### config.mk
export PLATFORM = sky130hd
export DESIGN_NAME = lidar_packet_to_cartesian_unit
export DESIGN_NICKNAME = d
export VERILOG_FILES = /design/src/rtl/lpc_pkg.sv /design/src/rtl/lpc_front.sv /design/src/rtl/lpc_queue.sv /design/src/rtl/lpc_back.sv /design/src/rtl/lidar_packet_to_cartesian_unit.sv
export SDC_FILE = /design/constraint.sdc
export NUM_CORES = 2
export LEC_CHECK = 0
export BUFFER_PORTS_ARGS = -buffer_cell sky130_fd_sc_hd__buf_2
export CAP_MARGIN = 40
export CORE_UTILIZATION = 40
export CTS_CLUSTER_DIAMETER = 80
export CTS_CLUSTER_SIZE = 10
export DETAILED_ROUTE_END_ITERATION = 8
export GPL_TIMING_DRIVEN = 0
export SKIP_LAST_GASP = 1
export SLEW_MARGIN = 40
export SYNTH_ARGS = -nofsm -noshare
export SYNTH_HDL_FRONTEND = slang
export SYNTH_SLANG_ARGS = --single-unit
export TNS_END_PERCENT = 10
### constraint.sdc
create_clock -name aclk -period 13.24 [get_ports aclk]
set_clock_uncertainty 0.2 [all_clocks]
set_input_delay 1.324 -clock aclk [delete_from_list [all_inputs] [get_ports aclk]]
set_output_delay 1.324 -clock aclk [all_outputs]
set_load 0.05 [all_outputs]
### src/rtl/lpc_pkg.sv
package lpc_pkg;

    // Field widths of the byte stream and of one result word.
    localparam int BYTE_W    = 8;
    localparam int COUNT_W   = 24;
    localparam int ANGLE_W   = 9;
    localparam int RANGE_W   = 14;
    localparam int QUAL_W    = 6;
    localparam int POS_W     = 16;
    localparam int TRIG_W    = 16;
    localparam int TIDX_W    = 7;

    // Packet framing.
    localparam logic [2:0] HDR_LEN = 3'd5;

    // Configuration register indexes and reset values.
    localparam int CFG_IDX_W = 2;
    localparam logic [CFG_IDX_W-1:0] CFG_MIN_QUALITY = 2'd0;
    localparam logic [CFG_IDX_W-1:0] CFG_SYNC_VALUE  = 2'd1;
    localparam logic [QUAL_W-1:0]    MIN_QUALITY_RST = 6'd10;
    localparam logic [BYTE_W-1:0]    SYNC_VALUE_RST  = 8'hA5;

    // Result status codes.
    localparam logic STATUS_POINT    = 1'b0;
    localparam logic STATUS_BAD_SYNC = 1'b1;

    // Queue between the front and back sections.
    localparam int QUEUE_DEPTH = 4;
    localparam int QPTR_W      = $clog2(QUEUE_DEPTH);

    // Scaling: result = round(range * trig / 20480) = round(range * trig / (4096 * 5)).
    localparam int          PROD_W     = RANGE_W + TRIG_W;
    localparam int          DIV_SHIFT  = 12;
    localparam int          QUOT_W     = PROD_W - DIV_SHIFT;
    localparam logic [PROD_W-1:0] ROUND_HALF = 30'd10240;
    localparam int          RECIP_W    = 18;
    localparam int          RECIP_SHIFT = 20;
    localparam logic [RECIP_W-1:0] RECIP_5 = 18'd209716;

    // One queued word: an error marker or a decoded sample that passed the filter.
    typedef struct packed {
        logic               status;
        logic [ANGLE_W-1:0] angle;
        logic [RANGE_W-1:0] range;
        logic [QUAL_W-1:0]  quality;
    } entry_t;

    // Folded trig lookup: table index and sign.
    typedef struct packed {
        logic              neg;
        logic [TIDX_W-1:0] idx;
    } fold_t;

    // Sine of whole degrees 0..90 in Q15, rounded to nearest.
    localparam logic [TRIG_W-1:0] SIN_TAB [0:90] = '{
        16'd0,     16'd572,   16'd1144,  16'd1715,  16'd2286,
        16'd2856,  16'd3425,  16'd3993,  16'd4560,  16'd5126,
        16'd5690,  16'd6252,  16'd6813,  16'd7371,  16'd7927,
        16'd8481,  16'd9032,  16'd9580,  16'd10126, 16'd10668,
        16'd11207, 16'd11743, 16'd12275, 16'd12803, 16'd13328,
        16'd13848, 16'd14365, 16'd14876, 16'd15384, 16'd15886,
        16'd16384, 16'd16877, 16'd17364, 16'd17847, 16'd18324,
        16'd18795, 16'd19261, 16'd19720, 16'd20174, 16'd20622,
        16'd21063, 16'd21498, 16'd21926, 16'd22348, 16'd22763,
        16'd23170, 16'd23571, 16'd23965, 16'd24351, 16'd24730,
        16'd25102, 16'd25466, 16'd25822, 16'd26170, 16'd26510,
        16'd26842, 16'd27166, 16'd27482, 16'd27789, 16'd28088,
        16'd28378, 16'd28660, 16'd28932, 16'd29197, 16'd29452,
        16'd29698, 16'd29935, 16'd30163, 16'd30382, 16'd30592,
        16'd30792, 16'd30983, 16'd31164, 16'd31336, 16'd31499,
        16'd31651, 16'd31795, 16'd31928, 16'd32052, 16'd32166,
        16'd32270, 16'd32365, 16'd32449, 16'd32524, 16'd32588,
        16'd32643, 16'd32688, 16'd32723, 16'd32748, 16'd32763,
        16'd32768
    };

    // Map an angle of 0..359 degrees onto the first quadrant of the sine table.
    function automatic fold_t sin_fold(input logic [ANGLE_W-1:0] a);
        fold_t f;
        logic [ANGLE_W-1:0] t;
        if (a <= 9'd90) begin
            f.neg = 1'b0;
            t     = a;
        end else if (a <= 9'd180) begin
            f.neg = 1'b0;
            t     = 9'd180 - a;
        end else if (a <= 9'd270) begin
            f.neg = 1'b1;
            t     = a - 9'd180;
        end else begin
            f.neg = 1'b1;
            t     = 9'd360 - a;
        end
        f.idx = t[TIDX_W-1:0];
        return f;
    endfunction

endpackage

### src/rtl/lpc_front.sv
module lpc_front import lpc_pkg::*; (
    input  logic                 aclk,
    input  logic                 aresetn,
    input  logic                 s_valid,
    output logic                 s_ready,
    input  logic [BYTE_W-1:0]    s_rx_byte,
    input  logic                 cfg_valid,
    output logic                 cfg_ready,
    input  logic [CFG_IDX_W-1:0] cfg_index,
    input  logic [BYTE_W-1:0]    cfg_data,
    input  logic                 q_full,
    output logic                 q_push,
    output entry_t               q_entry
);

    localparam logic [1:0] PH_HEADER  = 2'd0;
    localparam logic [1:0] PH_PAYLOAD = 2'd1;
    localparam logic [1:0] PH_HALTED  = 2'd2;

    logic [1:0]         phase_reg, phase_next;
    logic [COUNT_W-1:0] byte_count_reg, byte_count_next;
    logic [COUNT_W-1:0] plen_reg, plen_next;
    logic [BYTE_W-1:0]  sample_reg [0:4];
    logic [BYTE_W-1:0]  sample_next [0:4];
    logic [QUAL_W-1:0]  min_quality_reg;
    logic [BYTE_W-1:0]  sync_value_reg;

    logic               accept;
    logic               do_decode;
    logic               bad_sync;
    logic [COUNT_W-1:0] count_inc;
    logic [14:0]        angle_sum;
    logic [ANGLE_W-1:0] angle_raw;
    logic [ANGLE_W-1:0] angle_dec;
    logic [15:0]        range_word;
    logic [RANGE_W-1:0] range_dec;
    logic [QUAL_W-1:0]  qual_dec;

    assign cfg_ready = 1'b1;
    assign s_ready   = !q_full;
    assign accept    = s_valid && s_ready;
    assign count_inc = byte_count_reg + 24'd1;

    // Framing state machine: header, payload, halted after a bad sync byte.
    always_comb begin
        phase_next      = phase_reg;
        byte_count_next = byte_count_reg;
        plen_next       = plen_reg;
        do_decode       = 1'b0;
        bad_sync        = 1'b0;
        for (int i = 0; i < 5; i++) begin
            sample_next[i] = sample_reg[i];
        end
        if (accept) begin
            case (phase_reg)
                PH_HEADER: begin
                    if (byte_count_reg == '0 && s_rx_byte != sync_value_reg) begin
                        bad_sync   = 1'b1;
                        phase_next = PH_HALTED;
                    end else begin
                        sample_next[byte_count_reg[2:0]] = s_rx_byte;
                        if (byte_count_reg[2:0] == HDR_LEN - 3'd1) begin
                            byte_count_next = '0;
                            plen_next = {sample_reg[2], sample_reg[3], s_rx_byte};
                            if ({sample_reg[2], sample_reg[3], s_rx_byte} == '0) begin
                                do_decode = 1'b1;
                            end else begin
                                phase_next = PH_PAYLOAD;
                            end
                        end else begin
                            byte_count_next = count_inc;
                        end
                    end
                end
                PH_PAYLOAD: begin
                    if (byte_count_reg < {21'd0, HDR_LEN}) begin
                        sample_next[byte_count_reg[2:0]] = s_rx_byte;
                    end
                    if (count_inc == plen_reg) begin
                        byte_count_next = '0;
                        phase_next      = PH_HEADER;
                        do_decode       = 1'b1;
                    end else begin
                        byte_count_next = count_inc;
                    end
                end
                default: begin
                    phase_next = PH_HALTED;
                end
            endcase
        end
    end

    // Sample decode from the updated sample bytes.
    always_comb begin
        qual_dec   = sample_next[0][7:2];
        angle_sum  = {sample_next[2], 7'd0} + {8'd0, sample_next[1][7:1]};
        angle_raw  = angle_sum[14:6];
        angle_dec  = (angle_raw >= 9'd360) ? angle_raw - 9'd360 : angle_raw;
        range_word = {sample_next[4], sample_next[3]};
        range_dec  = range_word[15:2];
    end

    // Queue word: an error marker, or a point that passes the quality and range filter.
    always_comb begin
        q_push  = 1'b0;
        q_entry = '0;
        if (bad_sync) begin
            q_push         = 1'b1;
            q_entry.status = STATUS_BAD_SYNC;
        end else if (do_decode && qual_dec >= min_quality_reg && range_dec != '0) begin
            q_push          = 1'b1;
            q_entry.status  = STATUS_POINT;
            q_entry.angle   = angle_dec;
            q_entry.range   = range_dec;
            q_entry.quality = qual_dec;
        end
    end

    // Control state and configuration registers.
    always_ff @(posedge aclk) begin
        if (!aresetn) begin
            phase_reg       <= PH_HEADER;
            byte_count_reg  <= '0;
            plen_reg        <= '0;
            min_quality_reg <= MIN_QUALITY_RST;
            sync_value_reg  <= SYNC_VALUE_RST;
            for (int i = 0; i < 5; i++) begin
                sample_reg[i] <= '0;
            end
        end else begin
            phase_reg      <= phase_next;
            byte_count_reg <= byte_count_next;
            plen_reg       <= plen_next;
            for (int i = 0; i < 5; i++) begin
                sample_reg[i] <= sample_next[i];
            end
            if (cfg_valid) begin
                case (cfg_index)
                    CFG_MIN_QUALITY: min_quality_reg <= cfg_data[QUAL_W-1:0];
                    CFG_SYNC_VALUE:  sync_value_reg  <= cfg_data;
                    default: ;
                endcase
            end
        end
    end

endmodule

### src/rtl/lpc_queue.sv
module lpc_queue import lpc_pkg::*; (
    input  logic   aclk,
    input  logic   aresetn,
    input  logic   push,
    input  entry_t push_entry,
    input  logic   pop,
    output entry_t head,
    output logic   empty,
    output logic   full
);

    entry_t            slot_reg [0:QUEUE_DEPTH-1];
    logic [QPTR_W-1:0] wr_ptr_reg;
    logic [QPTR_W-1:0] rd_ptr_reg;
    logic [QPTR_W:0]   fill_reg;
    logic              do_push;
    logic              do_pop;

    assign empty   = (fill_reg == '0);
    assign full    = (fill_reg == QUEUE_DEPTH[QPTR_W:0]);
    assign head    = slot_reg[rd_ptr_reg];
    assign do_push = push && !full;
    assign do_pop  = pop && !empty;

    // Word storage; no reset needed on payload.
    always_ff @(posedge aclk) begin
        if (do_push) begin
            slot_reg[wr_ptr_reg] <= push_entry;
        end
    end

    // Pointers and fill level.
    always_ff @(posedge aclk) begin
        if (!aresetn) begin
            wr_ptr_reg <= '0;
            rd_ptr_reg <= '0;
            fill_reg   <= '0;
        end else begin
            if (do_push) begin
                wr_ptr_reg <= wr_ptr_reg + 1'b1;
            end
            if (do_pop) begin
                rd_ptr_reg <= rd_ptr_reg + 1'b1;
            end
            if (do_push && !do_pop) begin
                fill_reg <= fill_reg + 1'b1;
            end else if (do_pop && !do_push) begin
                fill_reg <= fill_reg - 1'b1;
            end
        end
    end

endmodule

### src/rtl/lpc_back.sv
module lpc_back import lpc_pkg::*; (
    input  logic                      aclk,
    input  logic                      aresetn,
    input  entry_t                    q_head,
    input  logic                      q_empty,
    output logic                      q_pop,
    output logic                      m_valid,
    input  logic                      m_ready,
    output logic                      m_status,
    output logic signed [POS_W-1:0]   m_x_pos,
    output logic signed [POS_W-1:0]   m_y_pos,
    output logic [ANGLE_W-1:0]        m_angle_deg,
    output logic [RANGE_W-1:0]        m_range_mm,
    output logic [QUAL_W-1:0]         m_quality
);

    logic v1_reg, v2_reg, v3_reg, v4_reg;
    logic adv1, adv2, adv3, adv4;

    entry_t              e1_reg, e2_reg, e3_reg;
    logic                xneg1_reg, yneg1_reg, xneg2_reg, yneg2_reg, xneg3_reg, yneg3_reg;
    logic [TRIG_W-1:0]   cos1_reg, sin1_reg;
    logic [PROD_W-1:0]   px2_reg, py2_reg;
    logic [QUOT_W-1:0]   nx3_reg, ny3_reg;

    logic [ANGLE_W:0]    cos_ang_wide;
    logic [ANGLE_W-1:0]  cos_ang;
    fold_t               sin_f, cos_f;
    logic [PROD_W-1:0]   px_round, py_round;
    logic [QUOT_W+RECIP_W-1:0] qx_prod, qy_prod;
    logic [POS_W-1:0]    qx_mag, qy_mag;
    logic [POS_W-1:0]    x_next, y_next;

    // Stall chain: a stage moves when it is empty or the next one moves.
    assign adv4  = !v4_reg || m_ready;
    assign adv3  = !v3_reg || adv4;
    assign adv2  = !v2_reg || adv3;
    assign adv1  = !v1_reg || adv2;
    assign q_pop = adv1 && !q_empty;

    // Stage 1 logic: fold angle into the table range for sine and cosine.
    always_comb begin
        cos_ang_wide = {1'b0, q_head.angle} + 10'd90;
        cos_ang      = (cos_ang_wide >= 10'd360) ? 9'(cos_ang_wide - 10'd360)
                                                 : cos_ang_wide[ANGLE_W-1:0];
        sin_f        = sin_fold(q_head.angle);
        cos_f        = sin_fold(cos_ang);
    end

    // Stage 3 logic: add half the divisor and drop the power-of-two part.
    assign px_round = px2_reg + ROUND_HALF;
    assign py_round = py2_reg + ROUND_HALF;

    // Stage 4 logic: divide by five through a reciprocal and apply the sign.
    always_comb begin
        qx_prod = {{RECIP_W{1'b0}}, nx3_reg} * {{QUOT_W{1'b0}}, RECIP_5};
        qy_prod = {{RECIP_W{1'b0}}, ny3_reg} * {{QUOT_W{1'b0}}, RECIP_5};
        qx_mag  = qx_prod[RECIP_SHIFT +: POS_W];
        qy_mag  = qy_prod[RECIP_SHIFT +: POS_W];
        x_next  = xneg3_reg ? (~qx_mag + 16'd1) : qx_mag;
        y_next  = yneg3_reg ? (~qy_mag + 16'd1) : qy_mag;
    end

    // Valid bits of the four stages.
    always_ff @(posedge aclk) begin
        if (!aresetn) begin
            v1_reg <= 1'b0;
            v2_reg <= 1'b0;
            v3_reg <= 1'b0;
            v4_reg <= 1'b0;
        end else begin
            if (adv1) v1_reg <= !q_empty;
            if (adv2) v2_reg <= v1_reg;
            if (adv3) v3_reg <= v2_reg;
            if (adv4) v4_reg <= v3_reg;
        end
    end

    // Payload of the four stages.
    always_ff @(posedge aclk) begin
        if (adv1) begin
            e1_reg    <= q_head;
            sin1_reg  <= SIN_TAB[sin_f.idx];
            cos1_reg  <= SIN_TAB[cos_f.idx];
            xneg1_reg <= cos_f.neg;
            yneg1_reg <= !sin_f.neg;
        end
        if (adv2) begin
            e2_reg    <= e1_reg;
            px2_reg   <= {{TRIG_W{1'b0}}, e1_reg.range} * {{RANGE_W{1'b0}}, cos1_reg};
            py2_reg   <= {{TRIG_W{1'b0}}, e1_reg.range} * {{RANGE_W{1'b0}}, sin1_reg};
            xneg2_reg <= xneg1_reg;
            yneg2_reg <= yneg1_reg;
        end
        if (adv3) begin
            e3_reg    <= e2_reg;
            nx3_reg   <= px_round[PROD_W-1:DIV_SHIFT];
            ny3_reg   <= py_round[PROD_W-1:DIV_SHIFT];
            xneg3_reg <= xneg2_reg;
            yneg3_reg <= yneg2_reg;
        end
        if (adv4) begin
            m_status    <= e3_reg.status;
            m_x_pos     <= x_next;
            m_y_pos     <= y_next;
            m_angle_deg <= e3_reg.angle;
            m_range_mm  <= e3_reg.range;
            m_quality   <= e3_reg.quality;
        end
    end

    assign m_valid = v4_reg;

endmodule

### src/rtl/lidar_packet_to_cartesian_unit.sv
// Lidar scan packet decoder: turns a raw lidar byte stream into Cartesian points.
// Input channel (s_valid/s_ready/s_rx_byte) takes one word per cycle while ready. Each
// packet is a five-byte header (sync byte, one byte, 24-bit big-endian payload length)
// and its payload; the first five payload bytes overwrite the held sample bytes.
// Result channel (m_valid/m_ready/m_*) delivers one word per decoded sample that
// passes the quality and nonzero-range filter, or one error word (m_status high,
// all other fields zero) for a bad sync byte; after that, input is ignored.
// Configuration channel (cfg_valid/cfg_ready/cfg_index/cfg_data) writes register 0
// (minimum quality) or 1 (sync byte value); cfg_ready is always high.
// Path of a result word: when the byte that completes its packet is accepted, the
// decoded word is written to the queue between the byte parser and the arithmetic,
// then passes through table lookup, multiply, round, and divide-by-five registers.
// Throughput: one byte per cycle while s_ready is high, set by the byte parser;
// results leave at up to one per cycle through the four-stage pipeline.
// Reset (aresetn low, synchronous) returns to header parsing, clears the count,
// length and sample bytes, and loads minimum quality 10 and sync value 0xA5.
// When the receiver stalls, the pipeline and the four-word queue fill, and then
// s_ready drops until room frees up; no word is lost.
module lidar_packet_to_cartesian_unit import lpc_pkg::*; (
    input  logic                    aclk,
    input  logic                    aresetn,
    input  logic                    s_valid,
    output logic                    s_ready,
    input  logic [BYTE_W-1:0]       s_rx_byte,
    output logic                    m_valid,
    input  logic                    m_ready,
    output logic                    m_status,
    output logic signed [POS_W-1:0] m_x_pos,
    output logic signed [POS_W-1:0] m_y_pos,
    output logic [ANGLE_W-1:0]      m_angle_deg,
    output logic [RANGE_W-1:0]      m_range_mm,
    output logic [QUAL_W-1:0]       m_quality,
    input  logic                    cfg_valid,
    output logic                    cfg_ready,
    input  logic [CFG_IDX_W-1:0]    cfg_index,
    input  logic [BYTE_W-1:0]       cfg_data
);

    logic   q_full, q_empty, q_push, q_pop;
    entry_t q_entry, q_head;

    // Byte parser and sample decode.
    lpc_front u_front (
        .aclk      (aclk),
        .aresetn   (aresetn),
        .s_valid   (s_valid),
        .s_ready   (s_ready),
        .s_rx_byte (s_rx_byte),
        .cfg_valid (cfg_valid),
        .cfg_ready (cfg_ready),
        .cfg_index (cfg_index),
        .cfg_data  (cfg_data),
        .q_full    (q_full),
        .q_push    (q_push),
        .q_entry   (q_entry)
    );

    // Decoupling queue.
    lpc_queue u_queue (
        .aclk       (aclk),
        .aresetn    (aresetn),
        .push       (q_push),
        .push_entry (q_entry),
        .pop        (q_pop),
        .head       (q_head),
        .empty      (q_empty),
        .full       (q_full)
    );

    // Polar to Cartesian arithmetic and output register.
    lpc_back u_back (
        .aclk        (aclk),
        .aresetn     (aresetn),
        .q_head      (q_head),
        .q_empty     (q_empty),
        .q_pop       (q_pop),
        .m_valid     (m_valid),
        .m_ready     (m_ready),
        .m_status    (m_status),
        .m_x_pos     (m_x_pos),
        .m_y_pos     (m_y_pos),
        .m_angle_deg (m_angle_deg),
        .m_range_mm  (m_range_mm),
        .m_quality   (m_quality)
    );

endmodule

# Word level (Yosys, flattened, before mapping)
# Memories as Yosys holds them, arrays and structs flattened. A register that Yosys moved wholly into a read port is not among the register bits.
# Index checks and enable logic that the tools add are counted.
totals:
  latchBits: 0
  mem_bits_ro: 4096
  reg_bits: 329
  elab_cells: 192
  ram_bits: 160
  out_inout_bits: 65
  mem_count: 4
  in_bits: 23
memory_table:
  columns: ["name", "depth", "width", "read_ports", "rd_ports_with_merged_regs", "write_ports", "line_no", "rtl"]
  rows:
  - ["(name not given)", 128, 16, 1, 1, 0, "lpc_back.sv:83", "sin1_reg <= SIN_TAB[sin_f.idx];"]
  - ["(name not given)", 128, 16, 1, 1, 0, "lpc_back.sv:84", "cos1_reg <= SIN_TAB[cos_f.idx];"]
  - ["u_queue.slot_reg", 4, 30, 1, 1, 1, "lpc_queue.sv:12", "entry_t slot_reg [0:QUEUE_DEPTH-1];"]
  - ["u_front.sample_reg", 5, 8, 5, 0, 5, "lpc_front.sv:23", "logic [BYTE_W-1:0] sample_reg [0:4];"]
op_classes:
  eq_ne: 10
  multipliers: 4
  div_mod_pow: 0
  n_mux: 56
  n_reduce_logical: 36
  shifts: 0
  magnitude_cmp: 12
  bitwise: 11
  add_sub_neg: 19
op_table:
  columns: ["cell", "n"]
  rows:
  - ["two-way mux 40 bit", 3]
  - ["case mux 40 bit (2 select lines)", 1]
  - ["two-way mux 24 bit", 3]
  - ["multiplier 18 x 16 -> 34 bit, second input constant", 2]
  - ["adder 30 x 14 -> 30 bit, second input constant", 2]
  - ["multiplier 14 x 16 -> 30 bit", 2]
  - ["two-way mux 29 bit", 2]
  - ["logical NOT 24 bit", 2]
  - ["two-way mux 8 bit", 6]
  - ["case mux 24 bit (2 select lines)", 1]
  - ["two-way mux 7 bit", 6]
  - ["bitwise mux 40 bit", 1]
  - ["adder 16 x 1 -> 16 bit, second input constant", 2]
  - ["two-way mux 16 bit", 2]
  - ["inverter 16 bit", 2]
  - ["adder 24 x 1 -> 24 bit, second input constant", 1]
  - ["demux 8 bit (select 3 bit)", 1]
  - ["equality test 24 bit", 1]
  - ["less-than comparator 24 x 3 -> 1 bit, second input constant", 1]
  - ["<= comparator 9 x 7 -> 1 bit, second input constant", 2]
  - ["<= comparator 9 x 8 -> 1 bit, second input constant", 2]
  - ["<= comparator 9 bit, second input constant", 2]
  - ["two-way mux 1 bit", 18]
  - ["two-way mux 9 bit", 2]
  - ["other kinds (39)", 81]

# Depth between registers and ports, before layout
depth:
  depth_word: 19
  mapped_depth: 28
  mapped_depth_nobuf: 27

# Cells and area by module
# A second synthesis with hierarchy kept.
hier_totals:
  cells_unflattened: 4831
  hier_area_um2: 49004.5
by_module_without_submodules:
  columns: ["mod", "seq_area_each_um2", "cells_per_inst", "area_per_inst_um2", "n_inst"]
  rows:
  - ["lpc_back", 8007.7, 3873, 38067.8, 1]
  - ["lpc_front", 1901.8, 754, 6130.9, 1]
  - ["lpc_queue", 3783.6, 204, 4805.9, 1]

# Worst setup path after synthesis
# No wires, ideal clock.
synth_timing:
  kind: "register to register"
  start: "register u_back.nx3_reg[1]"
  end: "register u_back.m_x_pos[15] (data pin)"
  stages_incl_launch_ff: 25
  arrival_time_ns: 7.224
  setup_time_ns: 0.264
  t_required_ns: 12.776
  path_slack_ns: 5.553
  period_less_slack_ns: 7.687
  n_path_buf: 0
  path_cell_list: "edfxtp_1 > ha_1 > xor2_1 > ha_1 > fa_1 > fa_1 > fa_1 > inv_1 > fa_1 > inv_1 > ha_1 > and4_1 > a21oi_1 > o21ai_0 > a21o_1 > a21o_1 > a31o_2 > a2111oi_0 > nor4_1 > or2_2 > or3_1 > a21o_1 > or4b_1 > o31ai_1 > xnor2_1"
synth_via:
  elab_chain_cells: 4
synth_rtl:
  columns: ["item", "line_no", "rtl"]
  rows:
  - ["start: declaration", "lpc_back.sv:24", "logic [QUOT_W-1:0] nx3_reg, ny3_reg;"]
  - ["start signal: assignment", "lpc_back.sv:97", "nx3_reg <= px_round[PROD_W-1:DIV_SHIFT];"]
  - ["multiplier 18 x 16 -> 34 bit *", "lpc_back.sv:56", "qx_prod = {{RECIP_W{1'b0}}, nx3_reg} * {{QUOT_W{1'b0}}, RECIP_5};"]
  - ["inverter 16 bit", "lpc_back.sv:60", "x_next = xneg3_reg ? (~qx_mag + 16'd1) : qx_mag;"]
  - ["adder 16 x 1 -> 16 bit", "lpc_back.sv:60", null]
  - ["two-way mux 16 bit *", "lpc_back.sv:60", null]
  - ["via u_back.x_next[15]", "lpc_back.sv:32", "logic [POS_W-1:0] x_next, y_next;"]
  - ["end signal: assignment", "lpc_back.sv:104", "m_x_pos <= x_next;"]
  - ["end: declaration", "lpc_back.sv:10", "output logic signed [POS_W-1:0] m_x_pos,"]
# The timed path passes the listed nets; every way through them passes the cells marked *.
# A chain may end at the register's enable or synchronous reset.

==> results.tsv <==
metric	value	unit
outcome	finished, final reports clean	
Post-synth top cells	inv_1, ha_1, fa_1	
via count	34872	
worst slew pin tran	0.943	ns
Hold Path Sink	u_back.m_range_mm[5]	
max FFs per register	120	
largest family of logic cells by synthesized area	adder cells	
Layout Nets	6004	
clock sinks	492	
Crit Reg-Reg Endpoint	u_back.cos1_reg[7]	
wire length after detailed routing	131	mm
Final Hold Fails	0	
Multi-input gate area	0.0313	mm2
Setup Slack @ Placement	4.83	ns
Worst Slack Setup Final	4.78	ns
Buf+Inv Stages, Crit Path	7	
post-DP HPWL	103	mm
met1 Use GR	0.293	
min-delay worst type	reg -> reg	
Rows	127	
crit-path max cell delay	0.71	ns
Mapped Area	0.0486	mm2
DRC Markers	0	
final setup violation count	0	
GRT overflow	0	
clk_lat worst skew	0.70	ns
vias in the first global route	35721	
CP top delay family	buffers and inverters	
crit end category	register	
syn nets	5848	
Num CTS Buffers	61	
post-CTS setup buffers	0	
Cell Count Post-Placement	6496	
maxcap violations	0	
fmax	118	MHz
met3 usage	0.0408	
FF-to-FF setup slack	4.78	ns
crit share post-route	0.639	
WP data arrival	8.67	ns
# fillers	11499	
cell with the most instances after synthesis	inv_1	
Std-Cell Core Area	0.120	mm2
via density per instance	5.29	
final std cells w/o fill	6597	
clk slew on worst S/H paths	0.06	ns
CTS tree	built	
GRT Max-Usage Layer	met2	
Die Ht	351	um
adder-cell share of the synthesized area	0.346	
first-pass GRT wire length	205	mm
pin count of the biggest net entering global routing	54	
async set-reset flop share out of synthesis	0	
hold-critical path depth	0	
unrepaired setup endpoints after global routing	no	
worst-path fanout max	15	
area share of the largest cell type after synthesis	0.237	
WS Path Type	reg -> reg	
mean post-synth cell area	10.1	um2
XOR/XNOR Fraction of Synth Area	0.0371	
Slew headroom	0.371	
compound-cell area share of the yosys netlist	0.0879	
Routed Antenna Nets	0	
EDFF count, synth	384	
Resize count post-CTS	0	
Clock Tree Buf Depth	3	
CP Launch Type	register	
starting density of the core	0.405	
die boundary width	351	um
PortBufs	80	
root buf cell	clkbuf_16	
met2 GRT Util	0.345	
drt first pass iters	5	
DRT iter0 DRCs	2248	
Gate Count Post-Synth	4791	
drt wl/cell	19.8	um
setup TNS	0	ns
fraction of layout cells with a size suffix above 1	0.0638	
Hold Buf Count CTS	0	
area grow syn2layout	9.60	%
Max Slew Vio Count	0	
ys flop type	edfxtp_1	
routability cong.	0.957	
Yosys reg bits	492	
CP cell instances	buf_6 > buf_6 > mux4_2 > ha_1 > clkbuf_1 > xnor2_1 > inv_1 > ha_1 > nor3_1 > or3b_1 > o311ai_0 > o2111ai_1 > nand2_1 > a21boi_0 > mux2i_1 > clkbuf_1 > buf_2 > ha_1 > clkbuf_1 > nor2_1 > nor4b_1 > a21oi_1 > a221oi_1	
post-synthesis sequential area ratio	0.282	
post-synthesis cell type count	99	
mux share of post-synthesis cell area	0.0395	
Register Area	0.0137	mm2
cell taking the most area after synthesis	edfxtp_1	
Post-Synth Simple-Gate Area	0.131	
minimum clock period	8.46	ns
worst endpoint required time	13.44	ns
antenna violations before repair	4	
Worst R2R Path Depth	23	
yosys warns	0	
H-tree levels	2	
die area	0.123	mm2
I/O Pins	88	
synth top area cells	edfxtp_1, fa_1, ha_1	
hold_sp	u_back.e3_reg[11]	
Slowest cell on crit path	mux4_2	
Tot GR Track Use	0.216	
[how the worst max path moves through the flow]
stage	slack (ns)	start	to	cells past startpoint
6_report	4.78	register	u_back.cos1_reg[7]	23
5_1_grt	4.23	register	u_back.cos1_reg[7]	23
4_1_cts	4.76	register	u_back.cos1_reg[7]	23
3_5_place_dp	4.83	register	u_back.cos1_reg[7]	23
3_3_place_gp	4.71	u_back.nx3_reg[2]	u_back.m_x_pos[15]	25
2_1_floorplan	5.55	u_back.nx3_reg[1]	u_back.m_x_pos[15]	24
[per-stage QoR]
step	hold slack [ns]	instance area [um2]	util
after floorplan	0.200	48600	-
after global placement	0.201	51000	0.425
after detailed placement	0.205	51400	0.428
after CTS	0.191	53200	0.443
after global routing	0.190	53300	0.443
final	0.188	53300	0.443
[cell usage in the layout, fill, tap and decap left out, drive strengths merged, types with 32 or more instances in the layout]
cell type and count:
a211oi 40, a21o 44, a21oi 159, a31oi 34, and2 211, buf 135
clkbuf 259, dfxtp 108, edfxtp 384, fa 515, ha 519, inv 757
mux2i 97, mux4 34, nand2 494, nand3 70, nor2 205, nor2b 107
nor3 64, o211ai 32, o21ai 122, xnor2 138, xor2 66
[layout make-up]
type | count | area share
diodes | 1 | 0.0000470
plain buffers | 217 | 0.0172
clock buffers | 84 | 0.0303
clock inverters | 16 | 0.00481
inverters | 754 | 0.0534
multi-input cells | 3328 | 0.587
flip-flops and latches | 492 | 0.257
well taps | 1612 | 0.0379
repair buffers | 93 | 0.0122
[cell families after synthesis]
kind of cell               count (synthesis)
AOI/OAI and AO/OA                        637
buffers and inverters                    971
other                                      1
DFF                                      492
adders and majority gates               1034
xor gates and xnor gates                 204
muxes                                    146
and+or+nand+nor                         1306
[per-layer routing]
layer  vias up  part of all wire
met2      1032              0.45
li1      16291                 -
met3       250             0.064
met4         4             0.036
met1     17295              0.45
met5         -           0.00022
Power is not shown: default switching activity piles up to over one toggle a cycle in this logic, so the estimate is an artifact.
